`src/rtl/rne_pkg.sv`:
```
// Shared types, constants and lookup functions of the Roman numeral encoder.
// Used by rne_ctrl, rne_datapath, roman_numeral_encoder, roman_numeral_checker and tb; depends on nothing.
package rne_pkg;

    localparam int unsigned C_MAX_NUMBER = 3999;

    // Digit positions, also used as the split step index.
    localparam logic [1:0] C_POS_THOUSANDS = 2'd0;
    localparam logic [1:0] C_POS_HUNDREDS  = 2'd1;
    localparam logic [1:0] C_POS_TENS      = 2'd2;
    localparam logic [1:0] C_POS_ONES      = 2'd3;

    localparam logic [7:0] C_CHAR_M = 8'h4D;
    localparam logic [7:0] C_CHAR_D = 8'h44;
    localparam logic [7:0] C_CHAR_C = 8'h43;
    localparam logic [7:0] C_CHAR_L = 8'h4C;
    localparam logic [7:0] C_CHAR_X = 8'h58;
    localparam logic [7:0] C_CHAR_V = 8'h56;
    localparam logic [7:0] C_CHAR_I = 8'h49;

    typedef enum logic [1:0] {
        S_IDLE,
        S_SPLIT,
        S_CHECK,
        S_EMIT
    } t_state;

    typedef enum logic [1:0] {
        ST_OK    = 2'd0,
        ST_RANGE = 2'd1,
        ST_CAP   = 2'd2
    } t_status;

    // Role of a letter within one decimal digit: unit, five or next unit.
    typedef enum logic [1:0] {
        K_ONE,
        K_FIVE,
        K_TEN
    } t_kind;

    typedef struct packed {
        logic       load;
        logic       split;
        logic [1:0] step;
        logic       check;
        logic       emit;
    } t_cmd;

    typedef struct packed {
        logic slot_free;
        logic done_item;
    } t_sts;

    // Number of letters that one decimal digit needs.
    function automatic logic [2:0] digit_len(input logic [3:0] d);
        logic [2:0] n;
        unique case (d)
            4'd0:    n = 3'd0;
            4'd1:    n = 3'd1;
            4'd2:    n = 3'd2;
            4'd3:    n = 3'd3;
            4'd4:    n = 3'd2;
            4'd5:    n = 3'd1;
            4'd6:    n = 3'd2;
            4'd7:    n = 3'd3;
            4'd8:    n = 3'd4;
            4'd9:    n = 3'd2;
            default: n = 3'd0;
        endcase
        return n;
    endfunction

    // Role of letter k of digit d.
    function automatic t_kind letter_kind(input logic [3:0] d, input logic [1:0] k);
        t_kind r;
        unique case (d)
            4'd4:                r = (k == 2'd0) ? K_ONE : K_FIVE;
            4'd5:                r = K_FIVE;
            4'd6, 4'd7, 4'd8:    r = (k == 2'd0) ? K_FIVE : K_ONE;
            4'd9:                r = (k == 2'd0) ? K_ONE : K_TEN;
            default:             r = K_ONE;
        endcase
        return r;
    endfunction

    function automatic logic [7:0] roman_char(input logic [1:0] pos, input t_kind kind);
        logic [7:0] c;
        unique case (pos)
            C_POS_THOUSANDS: c = C_CHAR_M;
            C_POS_HUNDREDS:  c = (kind == K_ONE) ? C_CHAR_C :
                                 (kind == K_FIVE) ? C_CHAR_D : C_CHAR_M;
            C_POS_TENS:      c = (kind == K_ONE) ? C_CHAR_X :
                                 (kind == K_FIVE) ? C_CHAR_L : C_CHAR_C;
            default:         c = (kind == K_ONE) ? C_CHAR_I :
                                 (kind == K_FIVE) ? C_CHAR_V : C_CHAR_X;
        endcase
        return c;
    endfunction

endpackage

```
`src/rtl/roman_numeral_encoder.sv`:
```
// Top level of the Roman numeral encoder: joins the controller and the datapath.
// Depends on rne_pkg, rne_ctrl and rne_datapath.
//
// Converts a signed 16-bit number to its Roman numeral (M, CM, D, CD, C, XC, L,
// XL, X, IX, V, IV, I) and sends it out one ASCII letter per transaction, most
// significant letter first, with o_last on the final one. Every letter carries
// the whole numeral's letter count. A number outside 0 to 3999 gives a single
// out-of-range result; a numeral that does not fit the capacity together with
// its terminator gives a single too-small result; zero gives a single ok result
// with no letter. The block works on one number at a time: after acceptance it
// splits the number into decimal digits in split steps for the thousands,
// hundreds and tens, the ones digit being what remains, then counts letters and
// checks the capacity, then produces one result per cycle into its output
// register while the output is not stalled. The next number is accepted while
// the final result still waits in the output register.
module roman_numeral_encoder
    import rne_pkg::*;
(
    input  logic               i_clk,
    input  logic               i_rst_n,
    input  logic               i_in_valid,
    output logic               o_in_ready,
    input  logic signed [15:0] i_number,
    input  logic        [7:0]  i_capacity,
    output logic               o_out_valid,
    input  logic               i_out_ready,
    output logic        [7:0]  o_symbol,
    output logic               o_symbol_valid,
    output logic        [1:0]  o_status,
    output logic        [3:0]  o_total_length,
    output logic               o_last
);

    t_cmd w_cmd;
    t_sts w_sts;

    rne_ctrl u_ctrl (
        .i_clk      (i_clk),
        .i_rst_n    (i_rst_n),
        .i_in_valid (i_in_valid),
        .o_in_ready (o_in_ready),
        .o_cmd      (w_cmd),
        .i_sts      (w_sts)
    );

    rne_datapath u_datapath (
        .i_clk          (i_clk),
        .i_rst_n        (i_rst_n),
        .i_number       (i_number),
        .i_capacity     (i_capacity),
        .i_cmd          (w_cmd),
        .o_sts          (w_sts),
        .i_out_ready    (i_out_ready),
        .o_out_valid    (o_out_valid),
        .o_symbol       (o_symbol),
        .o_symbol_valid (o_symbol_valid),
        .o_status       (o_status),
        .o_total_length (o_total_length),
        .o_last         (o_last)
    );

endmodule

```
`src/rtl/rne_ctrl.sv`:
```
// Controller of the Roman numeral encoder: sequences load, digit split,
// length check and letter emission. Depends on rne_pkg.
module rne_ctrl
    import rne_pkg::*;
(
    input  logic i_clk,
    input  logic i_rst_n,
    input  logic i_in_valid,
    output logic o_in_ready,
    output t_cmd o_cmd,
    input  t_sts i_sts
);

    t_state     r_state, n_state;
    logic [1:0] r_step, n_step;

    always_ff @(posedge i_clk) begin
        if (!i_rst_n) begin
            r_state <= S_IDLE;
            r_step  <= C_POS_THOUSANDS;
        end else begin
            r_state <= n_state;
            r_step  <= n_step;
        end
    end

    always_comb begin
        n_state     = r_state;
        n_step      = r_step;
        o_in_ready  = 1'b0;
        o_cmd       = '0;
        o_cmd.step  = r_step;
        unique case (r_state)
            S_IDLE: begin
                o_in_ready = 1'b1;
                if (i_in_valid) begin
                    o_cmd.load = 1'b1;
                    n_step     = C_POS_THOUSANDS;
                    n_state    = S_SPLIT;
                end
            end
            S_SPLIT: begin
                o_cmd.split = 1'b1;
                if (r_step == C_POS_TENS) begin
                    n_state = S_CHECK;
                end else begin
                    n_step = r_step + 2'd1;
                end
            end
            S_CHECK: begin
                o_cmd.check = 1'b1;
                n_state     = S_EMIT;
            end
            S_EMIT: begin
                if (i_sts.slot_free) begin
                    o_cmd.emit = 1'b1;
                    if (i_sts.done_item) begin
                        n_state = S_IDLE;
                    end
                end
            end
            default: begin
                n_state = S_IDLE;
            end
        endcase
    end

    a_accept_starts_split: assert property (@(posedge i_clk) disable iff (!i_rst_n)
        (i_in_valid && o_in_ready) |=> (r_state == S_SPLIT && r_step == C_POS_THOUSANDS))
        else $error("accepted transaction did not start the digit split");

    a_done_returns_idle: assert property (@(posedge i_clk) disable iff (!i_rst_n)
        (o_cmd.emit && i_sts.done_item) |=> o_in_ready)
        else $error("block not ready after the final result of a transaction");

endmodule

```
`src/rtl/rne_datapath.sv`:
```
// Datapath of the Roman numeral encoder: digit split, letter count, capacity
// check, letter sequencing and the output register. Depends on rne_pkg.
module rne_datapath
    import rne_pkg::*;
(
    input  logic               i_clk,
    input  logic               i_rst_n,
    input  logic signed [15:0] i_number,
    input  logic        [7:0]  i_capacity,
    input  t_cmd               i_cmd,
    output t_sts               o_sts,
    input  logic               i_out_ready,
    output logic               o_out_valid,
    output logic        [7:0]  o_symbol,
    output logic               o_symbol_valid,
    output logic        [1:0]  o_status,
    output logic        [3:0]  o_total_length,
    output logic               o_last
);

    logic [11:0] r_value;
    logic [7:0]  r_cap;
    logic        r_err_range;
    logic        r_err_cap;
    logic [3:0]  r_len;
    logic [3:0]  r_d [4];
    logic [1:0]  r_pos;
    logic [1:0]  r_k;

    logic        r_out_valid;
    logic [7:0]  r_out_symbol;
    logic        r_out_symbol_valid;
    t_status     r_out_status;
    logic [3:0]  r_out_total;
    logic        r_out_last;

    logic [13:0] w_thr;
    logic [13:0] w_sub;
    logic [3:0]  w_dig;
    logic [11:0] w_rem;
    logic [2:0]  w_dlen [4];
    logic [4:0]  w_sum;
    logic [1:0]  w_first;
    logic [1:0]  w_next_pos;
    logic        w_next_found;
    logic        w_dig_end;
    logic        w_letter_last;
    logic [7:0]  w_char;
    logic        w_letters;
    logic        w_range;

    assign w_range = i_number[15] || (i_number[14:0] > 15'(C_MAX_NUMBER));

    // One decimal digit per split step: the largest multiple of the step's
    // scale that does not exceed the remaining value.
    always_comb begin
        w_dig = 4'd0;
        w_sub = 14'd0;
        w_thr = 14'd0;
        for (int k = 1; k < 10; k++) begin
            case (i_cmd.step)
                C_POS_THOUSANDS: w_thr = 14'(k * 1000);
                C_POS_HUNDREDS:  w_thr = 14'(k * 100);
                default:         w_thr = 14'(k * 10);
            endcase
            if ({2'b00, r_value} >= w_thr) begin
                w_dig = 4'(k);
                w_sub = w_thr;
            end
        end
        w_rem = 12'({2'b00, r_value} - w_sub);
    end

    always_comb begin
        w_sum        = 5'd0;
        w_first      = C_POS_ONES;
        w_next_pos   = C_POS_ONES;
        w_next_found = 1'b0;
        for (int i = 0; i < 4; i++) begin
            w_dlen[i] = digit_len(r_d[i]);
            w_sum     = w_sum + 5'(w_dlen[i]);
        end
        for (int i = 3; i >= 0; i--) begin
            if (w_dlen[i] != 3'd0) begin
                w_first = 2'(i);
            end
            if (w_dlen[i] != 3'd0 && 2'(i) > r_pos) begin
                w_next_pos   = 2'(i);
                w_next_found = 1'b1;
            end
        end
    end

    assign w_char        = roman_char(r_pos, letter_kind(r_d[r_pos], r_k));
    assign w_dig_end     = ({1'b0, r_k} + 3'd1) == w_dlen[r_pos];
    assign w_letter_last = w_dig_end && !w_next_found;
    assign w_letters     = !r_err_range && !r_err_cap && (r_len != 4'd0);

    assign o_sts.slot_free = !r_out_valid || i_out_ready;
    assign o_sts.done_item = !w_letters || w_letter_last;

    always_ff @(posedge i_clk) begin
        if (i_cmd.load) begin
            r_value     <= i_number[11:0];
            r_cap       <= i_capacity;
            r_err_range <= w_range;
        end
        if (i_cmd.split) begin
            r_d[i_cmd.step] <= w_dig;
            r_value         <= w_rem;
            if (i_cmd.step == C_POS_TENS) begin
                r_d[C_POS_ONES] <= w_rem[3:0];
            end
        end
        if (i_cmd.check) begin
            r_len     <= w_sum[3:0];
            r_err_cap <= {3'b000, w_sum} >= r_cap;
            r_pos     <= w_first;
            r_k       <= 2'd0;
        end
        if (i_cmd.emit && w_letters) begin
            if (w_dig_end) begin
                r_pos <= w_next_pos;
                r_k   <= 2'd0;
            end else begin
                r_k <= r_k + 2'd1;
            end
        end
    end

    always_ff @(posedge i_clk) begin
        if (!i_rst_n) begin
            r_out_valid <= 1'b0;
        end else if (i_cmd.emit) begin
            r_out_valid <= 1'b1;
        end else if (i_out_ready) begin
            r_out_valid <= 1'b0;
        end
    end

    always_ff @(posedge i_clk) begin
        if (i_cmd.emit) begin
            r_out_symbol       <= 8'd0;
            r_out_symbol_valid <= 1'b0;
            r_out_total        <= 4'd0;
            r_out_last         <= 1'b1;
            if (r_err_range) begin
                r_out_status <= ST_RANGE;
            end else if (r_err_cap) begin
                r_out_status <= ST_CAP;
            end else begin
                r_out_status <= ST_OK;
                if (w_letters) begin
                    r_out_symbol       <= w_char;
                    r_out_symbol_valid <= 1'b1;
                    r_out_total        <= r_len;
                    r_out_last         <= w_letter_last;
                end
            end
        end
    end

    assign o_out_valid    = r_out_valid;
    assign o_symbol       = r_out_symbol;
    assign o_symbol_valid = r_out_symbol_valid;
    assign o_status       = r_out_status;
    assign o_total_length = r_out_total;
    assign o_last         = r_out_last;

    a_letter_is_ok: assert property (@(posedge i_clk) disable iff (!i_rst_n)
        (o_out_valid && o_symbol_valid) |-> (o_status == ST_OK && o_total_length != 4'd0))
        else $error("letter result without ok status or letter count");

    a_error_is_single: assert property (@(posedge i_clk) disable iff (!i_rst_n)
        (o_out_valid && o_status != ST_OK)
            |-> (o_last && !o_symbol_valid && o_total_length == 4'd0))
        else $error("error result is not a lone status-only result");

    a_letter_in_digit: assert property (@(posedge i_clk) disable iff (!i_rst_n)
        (i_cmd.emit && w_letters)
            |-> (w_dlen[r_pos] != 3'd0 && {1'b0, r_k} < w_dlen[r_pos]))
        else $error("letter sequencer points past the current digit");

endmodule

```
`config.mk`:
```
export PLATFORM = sky130hd
export DESIGN_NAME = roman_numeral_encoder
export DESIGN_NICKNAME = d
export VERILOG_FILES = /design/src/rtl/rne_pkg.sv /design/src/rtl/roman_numeral_encoder.sv /design/src/rtl/rne_ctrl.sv /design/src/rtl/rne_datapath.sv
export SDC_FILE = /design/constraint.sdc
export NUM_CORES = 1
export LEC_CHECK = 0
export ABC_AREA = 1
export BUFFER_PORTS_ARGS = -buffer_cell sky130_fd_sc_hd__buf_4
export CAP_MARGIN = 5
export CORE_MARGIN = 3
export CORE_UTILIZATION = 50
export DETAILED_ROUTE_END_ITERATION = 10
export GPL_TIMING_DRIVEN = 0
export MAX_ROUTING_LAYER = met4
export PLACE_DENSITY_LB_ADDON = 0.15
export SLEW_MARGIN = 20
export SYNTH_ARGS = -nofsm -noshare
export SYNTH_HDL_FRONTEND = slang
export SYNTH_SLANG_ARGS = --single-unit
export TNS_END_PERCENT = 50
```
`constraint.sdc`:
```
create_clock -name i_clk -period 7.15 [get_ports i_clk]
set_input_delay 0.715 -clock i_clk [delete_from_list [all_inputs] [get_ports i_clk]]
set_output_delay 0.715 -clock i_clk [all_outputs]
set_load 0.01 [all_outputs]
```
Yosys cells after proc, flatten, opt, wreduce, memory -nomap -nowiden
Memory sizes are Yosys's and may differ from the RTL's. A register that Yosys moved wholly into a read port is not among the register bits.
Index checks and enable logic that the tools add are counted.
W data, S select, Z words.
{ "op_classes": {"add_sub_neg": 7, "multipliers": 0, "div_mod_pow": 0, "magnitude_cmp": 16, "eq_ne": 20, "n_shift": 0, "n_mux": 83, "bitwise_logic": 2, "reduce_logical": 35} }
{ "op_table": {"columns": ["op", "count"], "rows": [
  ["$mux W12", 9],
  ["$pmux W13 S2", 4],
  ["$ge A12 B13 Y1", 4],
  ["$pmux W12 S2", 2],
  ["$mux W2", 20],
  ["$pmux W14 S2", 1],
  ["$ge A12 B12 Y1", 2],
  ["$mux W1", 24],
  ["$mux W8", 3],
  ["$pmux W8 S3", 1],
  ["$pmux W11 S2", 1],
  ["$mux W4", 5],
  ["$pmux W10 S2", 1],
  ["$mux W3", 6],
  ["$eq A4 B3 Y1 const B", 4],
  ["$pmux W2 S4", 2],
  ["$gt A15 B12 Y1 const B", 1],
  ["$ge A12 B14 Y1", 1],
  ["$ge A12 B10 Y1", 1],
  ["$ge A12 B11 Y1", 1],
  ["$reduce_bool A3 Y1", 4],
  ["$sub A12 B12 Y12", 1],
  ["$mux W11", 1],
  ["$add A5 B3 Y5", 2],
  ["28 further kinds", 62]
]} }
{ "word_totals": {"register_bits": 51, "latchBits": 0, "mem_bits_rw": 16, "mem_bits_ro": 192, "inputBits": 28, "out_inout_bits": 18, "wordCells": 183, "n_memories": 5} }
{ "memory_table": {"columns": ["memory", "depth", "width", "rd", "rd_ports_with_merged_regs", "write_ports", "line", "source"], "rows": [
  ["(name not given)", 16, 3, 1, 0, 0, "rne_pkg.sv:57", "unique case (d)"],
  ["(name not given)", 16, 3, 1, 0, 0, "rne_pkg.sv:57", null],
  ["(name not given)", 16, 3, 1, 0, 0, "rne_pkg.sv:57", null],
  ["(name not given)", 16, 3, 1, 0, 0, "rne_pkg.sv:57", null],
  ["u_datapath.r_d", 4, 4, 5, 1, 2, "rne_datapath.sv:26", "logic [3:0] r_d [4];"]
]} }

Depth between registers and ports, before layout
{ "depth": {"ltp_word": 14, "mapped_depth": 34, "depth_no_buf": 33} }

Cells and area by module
Synthesis repeated with hierarchy kept, for this count alone.
{ "unflattened": {"hier_cells": 807, "area_unflattened_um2": 5879.4} }
{ "modules_own_cells": {"columns": ["mod", "instances", "cells_per_inst", "area_each_um2", "seq_area_each_um2"], "rows": [
  ["rne_datapath", 1, 755, 5545.3, 1801.7],
  ["rne_ctrl", 1, 52, 334.1, 80.1]
]} }

Least setup slack after synthesis
Ideal clock, no wire load.
{ "synth_timing": {"path_type": "reg-to-reg", "from": "register u_ctrl.r_step[1]", "to": "register u_datapath.r_value[9], data pin", "setup_ns": 0.261, "arrival_time_ns": 3.983, "setup_slack_ns": 2.907, "stages_incl_launch_ff": 32, "n_path_buf": 1, "period_less_slack_ns": 4.243, "path_cell_list": "dfxtp_1 inv_1 ha_1 inv_2 buf_6 ha_1 inv_1 o21ai_0 a21oi_1 nand3_1 nor2_2 nand2_1 nand2_1 nand2_1 nand2_1 nand2_1 nand2_2 a21oi_1 ha_1 fa_1 inv_1 nand3_1 nand2_1 nand2_1 nand2_1 nand2_1 nand2_1 nand2_1 nand2_1 nand2_1 nand3_1 a31oi_1"} }
{ "synth_between": {"elab_chain_len": 14, "elab_cells_between_ends": 31, "classes_between": "add/sub: 1; order compare: 9; eq/ne: 1; mux: 19; reduce/logical: 1"} }
{ "synth_rtl": {"columns": ["element", "line", "source"], "rows": [
  ["from (decl)", "rne_ctrl.sv:15", "logic [1:0] r_step, n_step;"],
  ["from (signal assigned)", "rne_ctrl.sv:23", "r_step <= n_step;"],
  ["$eq A2 B1 Y1 / $logic_not A2 Y1 (equally long branches)", "rne_datapath.sv:61", "case (i_cmd.step)"],
  ["$pmux W10 S2", "rne_datapath.sv:61", null],
  ["$ge A12 B10 Y1", "rne_datapath.sv:66", "if ({2'b00, r_value} >= w_thr) begin"],
  ["$mux W10", "rne_datapath.sv:66", null],
  ["$mux W11", "rne_datapath.sv:66", null],
  ["$mux W12 (6 in series)", "rne_datapath.sv:66", null],
  ["$mux W12 *", "rne_datapath.sv:66", null],
  ["$sub A12 B12 Y12 *", "rne_datapath.sv:71", "w_rem = 12'({2'b00, r_value} - w_sub);"],
  ["$mux W12 *", "rne_datapath.sv:108", "if (i_cmd.split) begin"],
  ["to (signal assigned)", "rne_datapath.sv:104", "r_value <= i_number[11:0];"],
  ["to (signal assigned)", "rne_datapath.sv:110", "r_value <= w_rem;"],
  ["to (decl)", "rne_datapath.sv:21", "logic [11:0] r_value;"]
]} }
Every way passes the cells marked *; elsewhere a longest branch is shown, timed or not.
A chain may end at the register's enable or synchronous reset.

Final worst setup path
Ends and elaborated chain as after synthesis.

==> flow_metrics.env <==
export IMPL_first_pass_iters=5
export IMPL_status="complete, no violations"
export IMPL_cp_max_fo=18
export IMPL_grt_max_degree=19
export IMPL_clk_latency_ns=0.33
export IMPL_cts_tree="built"
export IMPL_clock_skew_ns=0.00892
export IMPL_track_usage=0.247
export IMPL_rsz0062_at_grt="false"
export IMPL_port_buffers=43
export IMPL_cts_root_buf="clkbuf_16"
export IMPL_tns_ns=0
export IMPL_post_place_cells=1090
export IMPL_synth_ff_type="edfxtp_1"
export IMPL_initial_core_util=0.514
export IMPL_yosysWarningCount=0
export IMPL_num_rows=40
export IMPL_worstPathArrival_ns=5.62
export IMPL_grt_overflow_total=0
export IMPL_place_hpwl_mm=13.0
export IMPL_drc=0
export IMPL_synth_most_common_cell="nand2_1"
export IMPL_drtIter0Drc=500
export IMPL_fmax_mhz=180
export IMPL_syn_inst=878
export IMPL_core_mm2=0.0121
export IMPL_fin_ws_ns=1.61
export IMPL_ys_types=47
export IMPL_dpl_worst_slack_ns=1.69
export IMPL_io_pins=46
export IMPL_drive_gt1_frac=0.122
export IMPL_hp_class="register to register"
export IMPL_setup_viol=0
export IMPL_cts_reportedPaths_clkPinSlew_ns=0.06
export IMPL_required_ns=7.23
export IMPL_clock_sinks=65
export IMPL_crit_top_cell="nand2_1"
export IMPL_clk_path_buf_depth=2
export IMPL_finalHoldViolations=0
export IMPL_cts_setup_buffers=0
export IMPL_syn2layout_area_growth_pct=13.4
export IMPL_dieArea_mm2=0.0138
export IMPL_synthesis_area_mm2=0.00622
export IMPL_vias=5867
export IMPL_synth_edff_count=58
export IMPL_synthTopCellsByArea="edfxtp_1 28%, nand2_1 15%, ha_1 13%"
export IMPL_drv_slew=0
export IMPL_critPathCaptureType="register"
export IMPL_start_kind="register"
export IMPL_wl_per_cell_um=14.6
export IMPL_htreeDepth=3
export IMPL_period_share=0.775
export IMPL_nets=1034
export IMPL_synth_top_area_cell="edfxtp_1"
export IMPL_critPathKind="register to register"
export IMPL_post_drt_via_cell_ratio=5.30
export IMPL_postSynth_asyncResetShare=0
export IMPL_routabilityCongestion=0.983
export IMPL_cts_buffers=9
export IMPL_max_stage_delay_ns=0.79
export IMPL_diodes=0
export IMPL_die_y_um=118
export IMPL_die_w_um=118
export IMPL_finalCriticalPeriod_ns=5.54
export IMPL_ys_seq_area_frac=0.302
export IMPL_ant_nets=0
export IMPL_fin_cells=1106
export IMPL_grt_pass1_wl_mm=27.2
export IMPL_cts_repair_resized=0
export IMPL_ctsHoldBuffers=0
export IMPL_synth_common_cells="248 x nand2_1, 129 x inv_1, 82 x nor2_1, 67 x ha_1, 58 x edfxtp_1"
export IMPL_avgSynthCellArea_um2=7.09
export IMPL_worstMarginPinSlew_ns=0.778
export IMPL_critPathSlowestCell="dfxtp_1"
export IMPL_netlist_area_leader_share=0.280
export IMPL_antenna_found_initial=0
export IMPL_drt_wl_total_mm=16.1
export IMPL_grt_pass1_vias=5610
export IMPL_relSlewSlack=0.481
export IMPL_max_cap_viol_count=0
export IMPL_synth_seq_cells=65
==> kinds of logic after synthesis <==
| family | after synthesis | synth area share |
|---|---|---|
| other | 1 | 0.000603 |
| AO/OA/AOI/OAI | 124 | 0.111 |
| flip-flops | 65 | 0.302 |
| buffers and inverters | 152 | 0.101 |
| AND/OR/NAND/NOR | 458 | 0.324 |
| adder cells (fa/ha/maj) | 73 | 0.154 |
| XOR/XNOR | 5 | 0.00704 |
==> area by class of cell <==
class | instances | area (µm²)
Fill cell | 1200 | 5050
Multi-Input combinational cell | 662 | 3720
Sequential cell | 65 | 1880
Inverter | 142 | 536
Timing Repair Buffer | 43 | 323
Clock buffer | 9 | 225
Tap cell | 168 | 210
Buffer | 10 | 92.6
Clock inverter | 7 | 71.3
==> state kept, by name (all words and copies together) (netlist names), 2 cells and up <==
name / cells
u_datapath.r_cap: 8
u_datapath.r_pos: 2
u_ctrl.r_step: 2
u_ctrl.r_state: 2
u_datapath.r_k: 2
u_datapath.o_total_length: 4
u_datapath.r_value: 12
u_datapath.o_symbol: 6
u_datapath.o_status: 2
u_datapath.r_d: 16
u_datapath.r_len: 4
==> final timing paths <==
path                            cells after the start  slack (ns)                              endpoint                             start
worst min-delay path                                0        0.52  u_datapath.o_status[0]$_SDFFCE_PP1P_  u_datapath.r_err_range$_DFFE_PP_
worst max register to register                     31        1.61       u_datapath.r_value[9]$_DFFE_PP_     u_ctrl.r_step[1]$_SDFFE_PN0P_
worst min register to register                      0        0.52  u_datapath.o_status[0]$_SDFFCE_PP1P_  u_datapath.r_err_range$_DFFE_PP_
worst max-delay path                               31        1.61       u_datapath.r_value[9]$_DFFE_PP_     u_ctrl.r_step[1]$_SDFFE_PN0P_
==> metal layers <==
metal / share of wire / wire, µm / track usage / vias up
li1: - / - / - / 2999
met4: 0.011 / 174 / 0.0447 / 0
met3: 0.064 / 1020 / 0.0418 / 19
met2: 0.42 / 6810 / 0.366 / 175
met1: 0.50 / 8090 / 0.362 / 2674
met5: 0 / 0 / - / -
==> placed cells by master, fill, tap and decap left out, drive strengths merged, types with 6 or more instances in the layout <==
cell / netlist / final
inv: 141 / 141
o21ai: 47 / 47
buf: 8 / 51
fa: 6 / 6
nor4: 6 / 6
dfxtp: 7 / 7
a21oi: 53 / 53
nor3: 14 / 14
nand2: 258 / 258
nor2: 94 / 94
nand4: 16 / 16
nand3: 59 / 59
clkbuf: 2 / 11
edfxtp: 58 / 58
ha: 67 / 67
==> critical path: cells and delay by family (launching register included) <==
| kind | cells | cell delay (ns) |
|---|---|---|
| AO/OA/AOI/OAI | 4 | 0.64 |
| flip-flops | 1 | 0.79 |
| adder cells (fa/ha/maj) | 4 | 1.48 |
| buffers and inverters | 5 | 0.91 |
| AND/OR/NAND/NOR | 18 | 1.50 |
==> stage by stage <==
stage / hold slack (ns) / utilization / area [µm²]
floorplan: 0.452 / - / 6230
global placement: 0.501 / 0.558 / 6760
detailed placement: 0.504 / 0.558 / 6760
CTS: 0.520 / 0.583 / 7060
global route: 0.544 / 0.583 / 7060
finish: 0.520 / 0.583 / 7060
Power is not shown: default switching activity piles up to over one toggle a cycle in this logic, so the estimate is an artifact.
